`src/rtl/core/rmte_pkg.sv`:
```
// Types, constants and small functions for the rotation matrix to Euler angle block.
// No dependencies; used by the sqrt cell, the CORDIC cell and the top level.
`default_nettype none

package rmte_pkg;

	localparam int ENTRY_W = 16;
	localparam int ANGLE_W = 16;
	localparam int VEC_W   = 26;
	localparam int Z_W     = 20;
	localparam int SQ_W    = 31;
	localparam int STEPS   = 16;

	localparam int UNIT_Q14    = 16384;
	localparam int ANGLE_MAX   = 25736;
	localparam int HALF_PI_Q16 = 102944;

	// order code bit positions
	localparam int ORD_FRAME  = 0;
	localparam int ORD_REPEAT = 1;
	localparam int ORD_PARITY = 2;
	localparam int ORD_AXIS   = 3;

	// configuration register indexes
	localparam logic CFG_ORDER     = 1'b0;
	localparam logic CFG_THRESHOLD = 1'b1;

	typedef logic signed [ENTRY_W-1:0] entry_t;
	typedef logic signed [ANGLE_W-1:0] angle_t;
	typedef logic signed [Z_W-1:0]     zang_t;
	typedef logic signed [VEC_W-1:0]   coord_t;

	typedef struct packed {
		coord_t x;
		coord_t y;
		zang_t  z;
	} vec_t;

	typedef struct packed {
		logic [SQ_W-1:0] rem;
		logic [SQ_W-1:0] root;
	} sqrt_t;

	typedef struct packed {
		entry_t p;
		entry_t a1n_y;
		entry_t a1n_x;
		entry_t a1f_y;
		entry_t a1f_x;
		entry_t a3_y;
		entry_t a3_x;
		logic   rep;
		logic   par;
		logic   fr;
	} side_t;

	typedef struct packed {
		logic par;
		logic fr;
		logic degen;
	} flag_t;

	// CORDIC arctangent table, Q16 radians
	function automatic zang_t arc_angle(input int unsigned step);
		zang_t a;
		case (step)
			0:       a = 20'sd51472;
			1:       a = 20'sd30386;
			2:       a = 20'sd16055;
			3:       a = 20'sd8150;
			4:       a = 20'sd4091;
			5:       a = 20'sd2047;
			6:       a = 20'sd1024;
			7:       a = 20'sd512;
			8:       a = 20'sd256;
			9:       a = 20'sd128;
			10:      a = 20'sd64;
			11:      a = 20'sd32;
			12:      a = 20'sd16;
			13:      a = 20'sd8;
			14:      a = 20'sd4;
			15:      a = 20'sd2;
			default: a = '0;
		endcase
		return a;
	endfunction

	// cyclic successor of an axis
	function automatic logic [1:0] axis_next(input logic [1:0] idx);
		logic [1:0] n;
		case (idx)
			2'd0:    n = 2'd1;
			2'd1:    n = 2'd2;
			2'd2:    n = 2'd0;
			default: n = 2'd1;
		endcase
		return n;
	endfunction

	// scale by 256 and turn left half-plane vectors into the right half-plane
	function automatic vec_t prerot(input entry_t y, input entry_t x);
		vec_t   v;
		coord_t xs;
		coord_t ys;
		xs = {{(VEC_W-ENTRY_W-8){x[ENTRY_W-1]}}, x, 8'd0};
		ys = {{(VEC_W-ENTRY_W-8){y[ENTRY_W-1]}}, y, 8'd0};
		if (x < 0) begin
			if (y >= 0) begin
				v.x = ys;
				v.y = -xs;
				v.z = Z_W'(HALF_PI_Q16);
			end else begin
				v.x = -ys;
				v.y = xs;
				v.z = -Z_W'(HALF_PI_Q16);
			end
		end else begin
			v.x = xs;
			v.y = ys;
			v.z = '0;
		end
		return v;
	endfunction

	// Q16 angle to rounded, saturated Q3.13
	function automatic angle_t finish_angle(input zang_t z);
		zang_t r;
		angle_t a;
		r = (z + zang_t'(4)) >>> 3;
		if (r > zang_t'(ANGLE_MAX))
			a = angle_t'(ANGLE_MAX);
		else if (r < -zang_t'(ANGLE_MAX))
			a = -angle_t'(ANGLE_MAX);
		else
			a = r[ANGLE_W-1:0];
		return a;
	endfunction

endpackage

`default_nettype wire

```
`src/rtl/core/rmte_sqrt_cell.sv`:
```
// One digit step of the pipelined integer square root.
// Depends on rmte_pkg for the sqrt_t partial result type.
`default_nettype none

module rmte_sqrt_cell #(
	parameter int STEP = 0
) (
	input  wire logic           clk,
	input  wire logic           en,
	input  rmte_pkg::sqrt_t     d,
	output rmte_pkg::sqrt_t     q
);

	localparam logic [rmte_pkg::SQ_W-1:0] BIT =
		rmte_pkg::SQ_W'(1) << (rmte_pkg::SQ_W - 1 - 2 * STEP);

	logic [rmte_pkg::SQ_W:0] trial;

	// try the next result bit against the remainder
	assign trial = {1'b0, d.root} + {1'b0, BIT};

	always_ff @(posedge clk) begin
		if (en) begin
			if ({1'b0, d.rem} >= trial) begin
				q.rem  <= d.rem - trial[rmte_pkg::SQ_W-1:0];
				q.root <= (d.root >> 1) + BIT;
			end else begin
				q.rem  <= d.rem;
				q.root <= d.root >> 1;
			end
		end
	end

endmodule

`default_nettype wire

```
`config.mk`:
```
export PLATFORM = sky130hd
export DESIGN_NAME = rmte_sqrt_cell
export DESIGN_NICKNAME = d
export VERILOG_FILES = /design/src/rtl/core/rmte_pkg.sv /design/src/rtl/core/rmte_sqrt_cell.sv
export SDC_FILE = /design/constraint.sdc
export NUM_CORES = 1
export LEC_CHECK = 0
export ABC_AREA = 1
export BUFFER_PORTS_ARGS = -buffer_cell sky130_fd_sc_hd__buf_2
export CELL_PAD_IN_SITES_DETAIL_PLACEMENT = 0
export CELL_PAD_IN_SITES_GLOBAL_PLACEMENT = 2
export CORE_UTILIZATION = 29
export CTS_CLUSTER_SIZE = 25
export DETAILED_ROUTE_END_ITERATION = 8
export HOLD_SLACK_MARGIN = 0.06
export PLACE_DENSITY_LB_ADDON = 0.3
export RECOVER_POWER = 100
export REMOVE_ABC_BUFFERS = 1
export SYNTH_ARGS = -nofsm -noshare
export SYNTH_HDL_FRONTEND = slang
export SYNTH_SLANG_ARGS = --single-unit
```
`constraint.sdc`:
```
create_clock -name clk -period 2.11 [get_ports clk]
set_input_delay 0 -clock clk [delete_from_list [all_inputs] [get_ports clk]]
set_output_delay 0 -clock clk [all_outputs]
set_load 0.03 [all_outputs]
```
* Word-level counts from Yosys, hierarchy flattened
Cells that the tools add are included.
Storage, ports and cells: flip-flop bits (word level) 62, logic and storage cells 8, bits of input ports 64, output and inout port bits 62
Operators by class: multiplexer cells 1, magnitude comparators 1, $add $sub $neg 3
Operator list (count):
- $mux 62 | 1
- $add 31x31->32 const B | 1
- $ge 31x32->1 | 1
- $add 30x31->31 const B | 1
- $sub 31x31->31 | 1

* Longest topological paths before layout
depth in word-level cells 3, depth in mapped cells 17, mapped depth without buffers 15

* Worst setup path after synthesis
No wires, ideal clock.
kind input to register, from input port d[31] in the netlist's numbering, to register q[37] in the netlist's numbering, data pin, data required time 1858 ps, path slack 258 ps, arrival 1600 ps, cell stages on the path 17, setup time 252 ps, buffers on the path 2, cell sequence inv_1 > ha_1 > fa_1 > inv_1 > nand2_1 > nand2_1 > nand3_1 > nand2_1 > nand2_1 > nand3_1 > nand2_2 > nand2_4 > inv_2 > buf_6 > buf_6 > nand2_1 > nand2_1
On the way: cells in the longest elaborated chain, start to end 2, elaborated cells between the ends (all ways) 3, those cells by class 1 x add/sub; 1 x order compare; 1 x mux
Ends and longest elaborated chain:
- from (decl) | RTL line rmte_sqrt_cell.sv:10 | input rmte_pkg::sqrt_t d,
- $sub 31x31->31 or $ge 31x32->1 (tied branches) | RTL line rmte_sqrt_cell.sv:25, rmte_sqrt_cell.sv:24
- $mux 62 * | RTL line rmte_sqrt_cell.sv:24 | if ({1'b0, d.rem} >= trial) begin
- to (decl) | RTL line rmte_sqrt_cell.sv:11 | output rmte_pkg::sqrt_t q
Mark *: on every way between the ends. The rest lies on a longest branch, timed or not. A chain may end at the register's enable or synchronous reset.

* Final worst setup path
from input port d[59] in the netlist's numbering, to register q[35] in the netlist's numbering, data pin
On the way: cells in the longest elaborated chain, start to end 2
Ends and longest elaborated chain (RTL line):
- $ge 31x32->1 | rmte_sqrt_cell.sv:24
- $mux 62 | rmte_sqrt_cell.sv:24
No other way between the ends.

==> impl_metrics.yaml <==
status:
  run_status: "finished with violations"
  failed_checks: "capacitance limit, slew limit"
route:
  top_layer: "met4"
  post_drt_wl_per_cell_um: 12.90
  wl_met3_um: 531
  totalWireLength_um: 14490
  route.met2.wl_um: 6261
  ant_nets: 0
  num_vias: 4753
  wl_met1_um: 7366
  post_drt_via_cell_ratio: 4.232
  first_pass_iters: 4
  drc: 0
  drtIter0Drc: 220
sta:
  hold_violations: 0
  layout_min_cycle_time_ns: 1.918
  setup_slack_ns: 0.1924
  worst_pin_slew_ns: 1.608
  slew_violations: 63
  clock.fmax_mhz: 521.5
  rsz0062_at_grt: "yes"
  post-route-period-util: 0.9088
  relSlewSlack: -0.07231
  setup_viol: 0
critical_path:
  critical_path_buf_inv_count: 3
  path_cells: "dlygate4sd3_1 -> buf_2 -> ha_1 -> nand2_1 -> nor2_1 -> nand2_1 -> nor3_2 -> nand2_2 -> nand2_4 -> inv_4 -> nand2_1 -> nand2_1"
  criticalPathCategory: "in -> reg"
  startpoint: "d[59]"
  cp_data_required_time_ns: 2.21
  cp-end-kind: "register"
  worst_path_largest_cell_delay_ns: 0.53
  cp-start-kind: "primary input"
  cpMaxStageDelayCell: "dlygate4sd3_1"
  cpMostUsedCell: "nand2_1"
  cp_max_fo: 29
  crit_family: "simple AND/OR/NAND/NOR gates"
  arrival_ns: 2.02
global_route:
  gr-usage-all-layers: 0.1788
  grt_max_degree: 63
  grt-ovfl-total: 0
  grt_pass1_wl_um: 22830
  antenna_found_initial: 0
  grt_pass1_vias: 4639
pwr:
  combPwrFrac: 0.309
  ir_drop_v: 0.0003681
  swShare: 0.3440
  power.density_nw_per_um2: 662.8
  power.switching_mw: 1.500
  p_leak_nw: 3.486
  clkPwrFrac: 0.339
  p_seq_frac: 0.352
  power.internal_mw: 2.862
synthesis:
  synth_adder_area_share: 0.08773
  yosysWarnings: 0
  ys_ff_latch: 62
  ys_seq_area_frac: 0.3885
  synth_area_um2: 4792
  synth_cells: 694
  synth.distinct_cells: 29
  synth_compound_area_frac: 0.02689
  synth_top_family_by_area: "simple AND/OR/NAND/NOR gates"
  ys.flop_type: "edfxtp_1"
  synth_xor_area_frac: 0.02559
  synth.area.mux_share: 0
  syn_avg_cell_area_um2: 6.905
  ys_async_sr_fraction: 0
  synth_edf_count: 62
  yosys.area_share.simple: 0.3394
cells_and_area:
  top_regs: "q (62)"
  top_register: "q"
  antenna_cells: 0
  syn_to_final_growth_pct: 37.34
  largest_reg_flops: 62
  stdcell_area_um2: 6581
  fin_nets: 999
  utilization: 0.4113
  drive_above_1_share: 0.1069
place:
  place_ws_ns: -0.05437
  postPlaceCellArea_um2: 5793
  hpwl_um: 11250
  place_congestion: 0.8283
  port_buffers: 125
floorplan:
  fp-row-count: 46
  num_io_pins: 126
  start_util: 0.2995
  fp.dieH_um: 130.5
  coreArea_um2: 16000
  die_x_um: 130.5
  die_area_um2: 17040
clocking:
  cts_sinks: 62
  clockBufferDepth: 2
  cts_root_buffer: "clkbuf_16"
  htreeDepth: 3
  cts_setup_buffers: 0
  cts_tree: "done"
  cts_buffers: 9
  clk_pin_slew_ns: 0.06
worst_hold_path:
  hp-start: "d[32]"
  hp-class: "in -> reg"
job:
  cap_violations: 1
cell families after synthesis:
logic type,Yosys count
AOI/OAI and AO/OA,23
xor gates and xnor gates,14
buffers and inverters,163
DFF,62
adders and majority gates,33
and+or+nand+nor,399
cells in the final DEF, fill, tap and decap left out, types with 2 or more instances in the layout:
cell           count
o21bai_1           3
and2_1             2
clkinv_2           4
dlygate4sd3_1     60
nand2_1          292
nand4_1            6
nand3_1           44
clkinvlp_4         2
edfxtp_1          62
nor2_4             2
a21oi_1           15
inv_2              3
nor3_1             2
clkbuf_16          9
ha_1              32
xor2_1            14
buf_2             50
inv_1            153
nand3b_1           2
clkbuf_1          75
o21ai_0            2
nand2_2            2
nor2_1            41
buf_4             16
worst paths after layout:
path                 to  slack [ns]  cells after the start
setup / recovery  q[35]        0.19                     12
hold / removal    q[32]        0.08                      3
routing by layer:
layer | global-route usage | vias to the layer above
met4 | 0.07776 | 0
met3 | 0.02932 | 18
met2 | 0.2770 | 90
li1 | - | 2532
met5 | 0 | -
met1 | 0.2452 | 2113
cell usage after synthesis, drive strengths merged (2+ instances only):
cell | instances | area (um^2)
a21oi | 16 | 83.83
and2 | 2 | 12.51
buf | 6 | 42.54
edfxtp | 62 | 1862
ha | 32 | 400.4
inv | 157 | 589.3
nand2 | 295 | 1120
nand3 | 44 | 220.2
nand3b | 2 | 15.01
nand4 | 6 | 37.54
nor2 | 44 | 182.7
nor3 | 3 | 20.02
o21ai | 3 | 15.01
o21bai | 3 | 22.52
or2 | 2 | 12.52
xor2 | 14 | 122.6
per-stage QoR:
step	TNS (ns)	power, mW	hold slack [ns]	std cells
final	0	4.362	0.07846	1123
after global placement	0	2.860	0.1925	1047
after CTS	0	4.448	0.07172	1123
after floorplan	0	2.408	0.09887	688
after global routing	-0.04894	4.639	0.1198	1123
after detailed placement	-0.8041	2.864	0.1924	1047
power groups by stage:
stage,logic (mW),clock network [mW],registers [mW]
floorplan,0.595,0,1.81
global placement,1.31,0,1.55
detailed placement,1.31,0,1.55
CTS,1.40,1.52,1.53
global route,1.51,1.57,1.55
finish,1.35,1.48,1.54
final cells by class:
cell class,instances,area (um^2)
Clock buffer,9,225.2
Clock inverter,7,65.06
Fill cell,1780,9419
Inverter,157,591.8
Multi-Input combinational cell,469,2298
Sequential cell,62,1862
Tap cell,216,270.3
Timing Repair Buffer,203,1269
repair_timing:
item	CTS	global route
resized for setup	0	3
hold buffers	60	0
hold endpoints to repair	60	0
setup endpoints to repair	0	31
(Power assumes the default switching activity.)
