<file path="src/rtl/core/rmte_pkg.sv">
// Types, constants and small functions for the rotation matrix to Euler angle block.
// No dependencies; used by the sqrt cell, the CORDIC cell and the top level.
`default_nettype none

package rmte_pkg;

	localparam int ENTRY_W = 16;
	localparam int ANGLE_W = 16;
	localparam int VEC_W   = 26;
	localparam int Z_W     = 20;
	localparam int SQ_W    = 31;
	localparam int STEPS   = 16;

	localparam int UNIT_Q14    = 16384;
	localparam int ANGLE_MAX   = 25736;
	localparam int HALF_PI_Q16 = 102944;

	// order code bit positions
	localparam int ORD_FRAME  = 0;
	localparam int ORD_REPEAT = 1;
	localparam int ORD_PARITY = 2;
	localparam int ORD_AXIS   = 3;

	// configuration register indexes
	localparam logic CFG_ORDER     = 1'b0;
	localparam logic CFG_THRESHOLD = 1'b1;

	typedef logic signed [ENTRY_W-1:0] entry_t;
	typedef logic signed [ANGLE_W-1:0] angle_t;
	typedef logic signed [Z_W-1:0]     zang_t;
	typedef logic signed [VEC_W-1:0]   coord_t;

	typedef struct packed {
		coord_t x;
		coord_t y;
		zang_t  z;
	} vec_t;

	typedef struct packed {
		logic [SQ_W-1:0] rem;
		logic [SQ_W-1:0] root;
	} sqrt_t;

	typedef struct packed {
		entry_t p;
		entry_t a1n_y;
		entry_t a1n_x;
		entry_t a1f_y;
		entry_t a1f_x;
		entry_t a3_y;
		entry_t a3_x;
		logic   rep;
		logic   par;
		logic   fr;
	} side_t;

	typedef struct packed {
		logic par;
		logic fr;
		logic degen;
	} flag_t;

	// CORDIC arctangent table, Q16 radians
	function automatic zang_t arc_angle(input int unsigned step);
		zang_t a;
		case (step)
			0:       a = 20'sd51472;
			1:       a = 20'sd30386;
			2:       a = 20'sd16055;
			3:       a = 20'sd8150;
			4:       a = 20'sd4091;
			5:       a = 20'sd2047;
			6:       a = 20'sd1024;
			7:       a = 20'sd512;
			8:       a = 20'sd256;
			9:       a = 20'sd128;
			10:      a = 20'sd64;
			11:      a = 20'sd32;
			12:      a = 20'sd16;
			13:      a = 20'sd8;
			14:      a = 20'sd4;
			15:      a = 20'sd2;
			default: a = '0;
		endcase
		return a;
	endfunction

	// cyclic successor of an axis
	function automatic logic [1:0] axis_next(input logic [1:0] idx);
		logic [1:0] n;
		case (idx)
			2'd0:    n = 2'd1;
			2'd1:    n = 2'd2;
			2'd2:    n = 2'd0;
			default: n = 2'd1;
		endcase
		return n;
	endfunction

	// scale by 256 and turn left half-plane vectors into the right half-plane
	function automatic vec_t prerot(input entry_t y, input entry_t x);
		vec_t   v;
		coord_t xs;
		coord_t ys;
		xs = {{(VEC_W-ENTRY_W-8){x[ENTRY_W-1]}}, x, 8'd0};
		ys = {{(VEC_W-ENTRY_W-8){y[ENTRY_W-1]}}, y, 8'd0};
		if (x < 0) begin
			if (y >= 0) begin
				v.x = ys;
				v.y = -xs;
				v.z = Z_W'(HALF_PI_Q16);
			end else begin
				v.x = -ys;
				v.y = xs;
				v.z = -Z_W'(HALF_PI_Q16);
			end
		end else begin
			v.x = xs;
			v.y = ys;
			v.z = '0;
		end
		return v;
	endfunction

	// Q16 angle to rounded, saturated Q3.13
	function automatic angle_t finish_angle(input zang_t z);
		zang_t r;
		angle_t a;
		r = (z + zang_t'(4)) >>> 3;
		if (r > zang_t'(ANGLE_MAX))
			a = angle_t'(ANGLE_MAX);
		else if (r < -zang_t'(ANGLE_MAX))
			a = -angle_t'(ANGLE_MAX);
		else
			a = r[ANGLE_W-1:0];
		return a;
	endfunction

endpackage

`default_nettype wire

</file>
<file path="src/rtl/core/rmte_cordic_cell.sv">
// One vectoring CORDIC iteration with its own shift and arctangent constant.
// Depends on rmte_pkg for vec_t and the arctangent table.
`default_nettype none

module rmte_cordic_cell #(
	parameter int STEP = 0
) (
	input  wire logic       clk,
	input  wire logic       en,
	input  rmte_pkg::vec_t  d,
	output rmte_pkg::vec_t  q
);

	localparam rmte_pkg::zang_t ARC = rmte_pkg::arc_angle(STEP);

	rmte_pkg::coord_t xs;
	rmte_pkg::coord_t ys;

	assign xs = d.x >>> STEP;
	assign ys = d.y >>> STEP;

	// rotate toward the x axis, hold when already on it
	always_ff @(posedge clk) begin
		if (en) begin
			if (d.y > 0) begin
				q.x <= d.x + ys;
				q.y <= d.y - xs;
				q.z <= d.z + ARC;
			end else if (d.y < 0) begin
				q.x <= d.x - ys;
				q.y <= d.y + xs;
				q.z <= d.z - ARC;
			end else begin
				q <= d;
			end
		end
	end

endmodule

`default_nettype wire

</file>
<file path="config.mk">
export PLATFORM = sky130hd
export DESIGN_NAME = rmte_cordic_cell
export DESIGN_NICKNAME = d
export VERILOG_FILES = /design/src/rtl/core/rmte_pkg.sv /design/src/rtl/core/rmte_cordic_cell.sv
export SDC_FILE = /design/constraint.sdc
export NUM_CORES = 1
export LEC_CHECK = 0
export BUFFER_PORTS_ARGS = -buffer_cell sky130_fd_sc_hd__buf_2
export CORE_MARGIN = 2
export CORE_UTILIZATION = 30
export DETAILED_ROUTE_END_ITERATION = 12
export HOLD_SLACK_MARGIN = 0.05
export PLACE_DENSITY_LB_ADDON = 0.1
export SLEW_MARGIN = 10
export SYNTH_ARGS = -nofsm -noshare
export SYNTH_HDL_FRONTEND = slang
export SYNTH_SLANG_ARGS = --single-unit
export TNS_END_PERCENT = 5
</file>
<file path="constraint.sdc">
create_clock -name clk -period 4.2 [get_ports clk]
set_clock_uncertainty 0.15 [all_clocks]
set_input_delay 0.21 -clock clk [delete_from_list [all_inputs] [get_ports clk]]
set_output_delay 0.21 -clock clk [all_outputs]
set_load 0.005 [all_outputs]
</file>
## Yosys cells after proc, flatten, opt, wreduce, memory -nomap -nowiden

Cells that the tools add are included.

- Add/sub/neg operators: 5
- $lt $le $gt $ge: 2
- Mux-type cells: 2

Operator list:

| kind | number |
|---|---|
| 72-bit two-way mux | 2 |
| 26-bit subtractor | 2 |
| 26-bit adder | 1 |
| 26-bit by 1-bit greater-than comparator with 1-bit output, second input constant | 1 |
| 26-bit by 1-bit less-than comparator with 1-bit output, second input constant | 1 |
| 20-bit by 17-bit adder with 20-bit output, second input constant | 1 |
| 20-bit by 17-bit subtractor with 20-bit output, second input constant | 1 |

- Bits in registers: 72
- Input bits: 74
- Output and inout port bits: 72
- Logic and storage cells: 12

## Logic depth before layout (Yosys ltp)

- Depth after elaboration: 3
- Gate-level depth with buffers: 13
- Mapped depth without buffers: 12

## Worst setup path after synthesis

No wires, ideal clock.

- Path type: input port to flip-flop
- Start: input port d[46] (netlist name)
- End: register q[70] (netlist name), data pin
- Data arrival time: 2.457 ns
- Slack: 1.317 ns
- Cell stages on the path: 12
- Buffers on the path: 0
- Cells stage by stage: inv_1 > ha_1 > fa_1 > nor2b_1 > o31a_1 > o41a_1 > a211oi_2 > o41a_1 > o21a_2 > o31ai_2 > mux2_2 > a221oi_2

- Cells in the longest elaborated chain, start to end: 3
- Elaborated cells between the ends (all ways): 4

Ends and longest elaborated chain:

| element | line | RTL |
|---|---|---|
| from (decl) | rmte_cordic_cell.sv:10 | `input rmte_pkg::vec_t d,` |
| 26-bit subtractor | rmte_cordic_cell.sv:30 | `q.x <= d.x - ys;` |
| 72-bit two-way mux | rmte_cordic_cell.sv:29 | `end else if (d.y < 0) begin` |
| 72-bit two-way mux (*) | rmte_cordic_cell.sv:25 | `if (d.y > 0) begin` |
| to (decl) | rmte_cordic_cell.sv:11 | `output rmte_pkg::vec_t q` |

Mark *: on every way between the ends. The rest lies on a longest branch, timed or not.
A chain may end at the register's enable or synchronous reset.

## Worst setup path after layout

- Start: input port d[24] (netlist name)
- End: register q[69] (netlist name), data pin

- Cells in the longest elaborated chain, start to end: 3
- Elaborated cells between the ends (all ways): 6

Ends and longest elaborated chain:

| element | line |
|---|---|
| 26-bit subtractor or 26-bit by 1-bit less-than comparator with 1-bit output (tied branches) | rmte_cordic_cell.sv:30, rmte_cordic_cell.sv:29 |
| 72-bit two-way mux | rmte_cordic_cell.sv:29 |
| 72-bit two-way mux (*) | rmte_cordic_cell.sv:25 |

Marks and branches as above.

==> flow_summary.json <==
{
  "peakVddDrop_mv": 0.135,
  "totalPowerFinal_w": 0.00277,
  "dieArea_um2": 26800,
  "period_share_pct": 78.1,
  "tns_ns": 0,
  "synth_nets": 1078,
  "worstPathMaxFanout": 11,
  "slew_viol_final": 0,
  "synthTopCellsByCount": "a21oi_1, ha_1, inv_1",
  "final-hold-violation-count": 0,
  "grt_pass1_wl_mm": 41.4,
  "cts_buffers": 9,
  "finalWirelength_mm": 27.1,
  "fmax_mhz": 305,
  "clock_power_share_pct": 28.7,
  "postRouteAntennaNets": 0,
  "relSlewSlack_pct": 32.2,
  "pwr-share-seq_pct": 33.9,
  "top_register": "q",
  "hold_path_depth": 2,
  "switching_share_pct": 37.5,
  "first_pass_iters": 5,
  "busiest_layer": "met2",
  "post-route-min-period_ns": 3.28,
  "dr_total_vias": 7432,
  "reg.largest.list": "q: 72 flops",
  "combPwrFrac_pct": 37.4,
  "route.detailed.drc": 0,
  "die_h_um": 164,
  "area_growth_pct": 18.4,
  "vias_per_cell": 5.40,
  "track_usage_pct": 20.2,
  "synthesis.instances": 916,
  "dp_hpwl_mm": 20.3,
  "yosys_warnings": 0,
  "p_per_area_nw_per_um2": 305,
  "cts_root_buffer": "clkbuf_16",
  "ys_types": 81,
  "syn_avg_cell_area_um2": 8.37,
  "rsz0062_at_grt": "no",
  "overflow": 0,
  "htreeDepth": 3,
  "floorplan.initialDensity_pct": 30.5,
  "ys_top_cells_by_area": "edfxtp_1, ha_1, a21oi_1",
  "yosys.cell_count.top_type": "a21oi_1",
  "core.rowCount": 58,
  "cp-end-kind": "flop",
  "leakage_nw": 3.86,
  "synth-async-reset-ratio_pct": 0,
  "synth_top_area_share_pct": 28.2,
  "min_path_type": "in2reg",
  "cts_tree": "built",
  "drv_cap": 0,
  "routedWlPerCell_um": 19.7,
  "grt_max_degree": 73,
  "die_w_um": 164,
  "cts_sinks": 72,
  "p_switching_w": 0.00104,
  "setup_violations": 0,
  "met1_usage_pct": 29.5,
  "synth_edf_count": 72,
  "path_class": "in2reg",
  "clkTransAtPathRegs_ns": 0.07,
  "fin_cells": 1376,
  "p_int_w": 0.00173,
  "syn_area_um2": 7670,
  "use_met3_pct": 3.86,
  "portBuffers": 145,
  "largest_reg_flops": 72,
  "ios": 146,
  "fillers": 2710,
  "drive_gt1_share_pct": 19.9,
  "cts_resized": 0,
  "drtIter0Drc": 591,
  "cp_data_required_time_ns": 4.11,
  "synth_flop_cell": "edfxtp_1",
  "clk_path_buf_depth": 2,
  "cp.arrival_ns": 3.19,
  "dp.cells": 1352,
  "layout.nets": 1202,
  "worstHoldStart": "d[8]",
  "worst-slew-pin-transition_ns": 1.01,
  "min_to": "q[8]",
  "core_area_um2": 25100,
  "use_met2_pct": 29.8,
  "antenna_found_initial": 1,
  "crit_path_start_kind": "primary input",
  "place.gp.congestion": 0.915,
  "synth_top_area_cell": "edfxtp_1",
  "ys_seq_elements": 72,
  "first_global_vias": 7047,
  "ys_seq_area_share_pct": 28.2,
  "status": "completed"
}
==> worst max path at each step <==
stage	slack, ns	from	cells after the start	endpoint
5_1_grt	0.71	d[24]	12	q[69]
4_1_cts	0.94	d[24]	12	q[69]
3_5_place_dp	0.58	d[24]	12	q[69]
2_1_floorplan	1.32	d[46]	12	q[70]
3_3_place_gp	0.63	d[24]	12	q[67]
6_report	0.92	d[24]	12	q[69]
==> layer usage <==
| metal | routed length (um) | part of all wire (%) |
|---|---|---|
| met2 | 11500 | 43 |
| met1 | 13100 | 48 |
| met3 | 1740 | 6.4 |
| met4 | 690 | 2.5 |
| met5 | 0 | 0 |
==> what timing repair did <==
action / CTS / global route
buffers inserted: 0 / 0
endpoints found under the hold margin: 7 / 0
hold buffers: 7 / 0
==> stage by stage <==
| stage | cell area, um2 | setup slack [ns] | hold WS [ns] | utilization (%) |
|---|---|---|---|---|
| after floorplan | 7670 | 1.32 | 0.159 | - |
| after global placement | 8710 | 0.634 | 0.236 | 34.7 |
| after detailed placement | 8710 | 0.577 | 0.239 | 34.7 |
| after CTS | 9070 | 0.940 | 0.0504 | 36.1 |
| after global routing | 9070 | 0.715 | 0.0669 | 36.1 |
| final | 9070 | 0.920 | 0.0615 | 36.1 |
==> cell usage in the layout (no fill, tap or decap), types with 13 or more instances in the layout <==
cell        n
ha_1       85
nand3_1    18
a211oi_1   15
a21o_1     14
o31ai_1    13
buf_4      15
o21bai_1   15
nand2_1    63
nor3_1     18
xnor2_1    31
buf_2     144
edfxtp_1   72
o21ai_0    56
inv_1      73
nor2_1     68
o22ai_1    22
a21oi_1   113
==> cell families after synthesis <==
| logic type | count (synthesis) | synth area share [%] |
|---|---|---|
| buffers and inverters | 131 | 6.58 |
| adders and majority gates | 88 | 14.7 |
| DFF | 72 | 28.2 |
| and+or+nand+nor | 230 | 14.2 |
| AOI/OAI and AO/OA | 355 | 31.6 |
| xor gates and xnor gates | 33 | 3.77 |
| muxes | 7 | 1.01 |
==> power by group through the flow <==
stage,Sequential [W],Combinational [W],Clock (W)
after floorplan,0.000969,0.000628,0
after global placement,0.000956,0.00102,0
after detailed placement,0.000956,0.00102,0
after CTS,0.000941,0.00103,0.000812
after global routing,0.000949,0.00115,0.000843
final,0.000939,0.00104,0.000795
==> critical path, stage by stage <==
cell and delay, ns:
buf_2 0.14, inv_1 0.06, ha_1 0.53, inv_2 0.13, a2111oi_4 0.54, a2111oi_4 0.16
o21a_1 0.23, o21a_2 0.24, a311oi_4 0.48, o31ai_1 0.14, xnor2_1 0.23, a21oi_1 0.10
==> final cells by class <==
| cell class | instances | area (um2) | area share (%) |
|---|---|---|---|
| multi-input combinational | 713 | 5010 | 55.2 |
| timing repair buffer | 166 | 903 | 9.96 |
| antenna | 1 | 2.50 | 0.0276 |
| inverter | 78 | 293 | 3.23 |
| sequential | 72 | 2160 | 23.8 |
| tap | 330 | 413 | 4.55 |
| clock inverter | 7 | 65.1 | 0.717 |
| clock buffer | 9 | 225 | 2.48 |
Note: power is estimated with default switching activity, not from simulation.
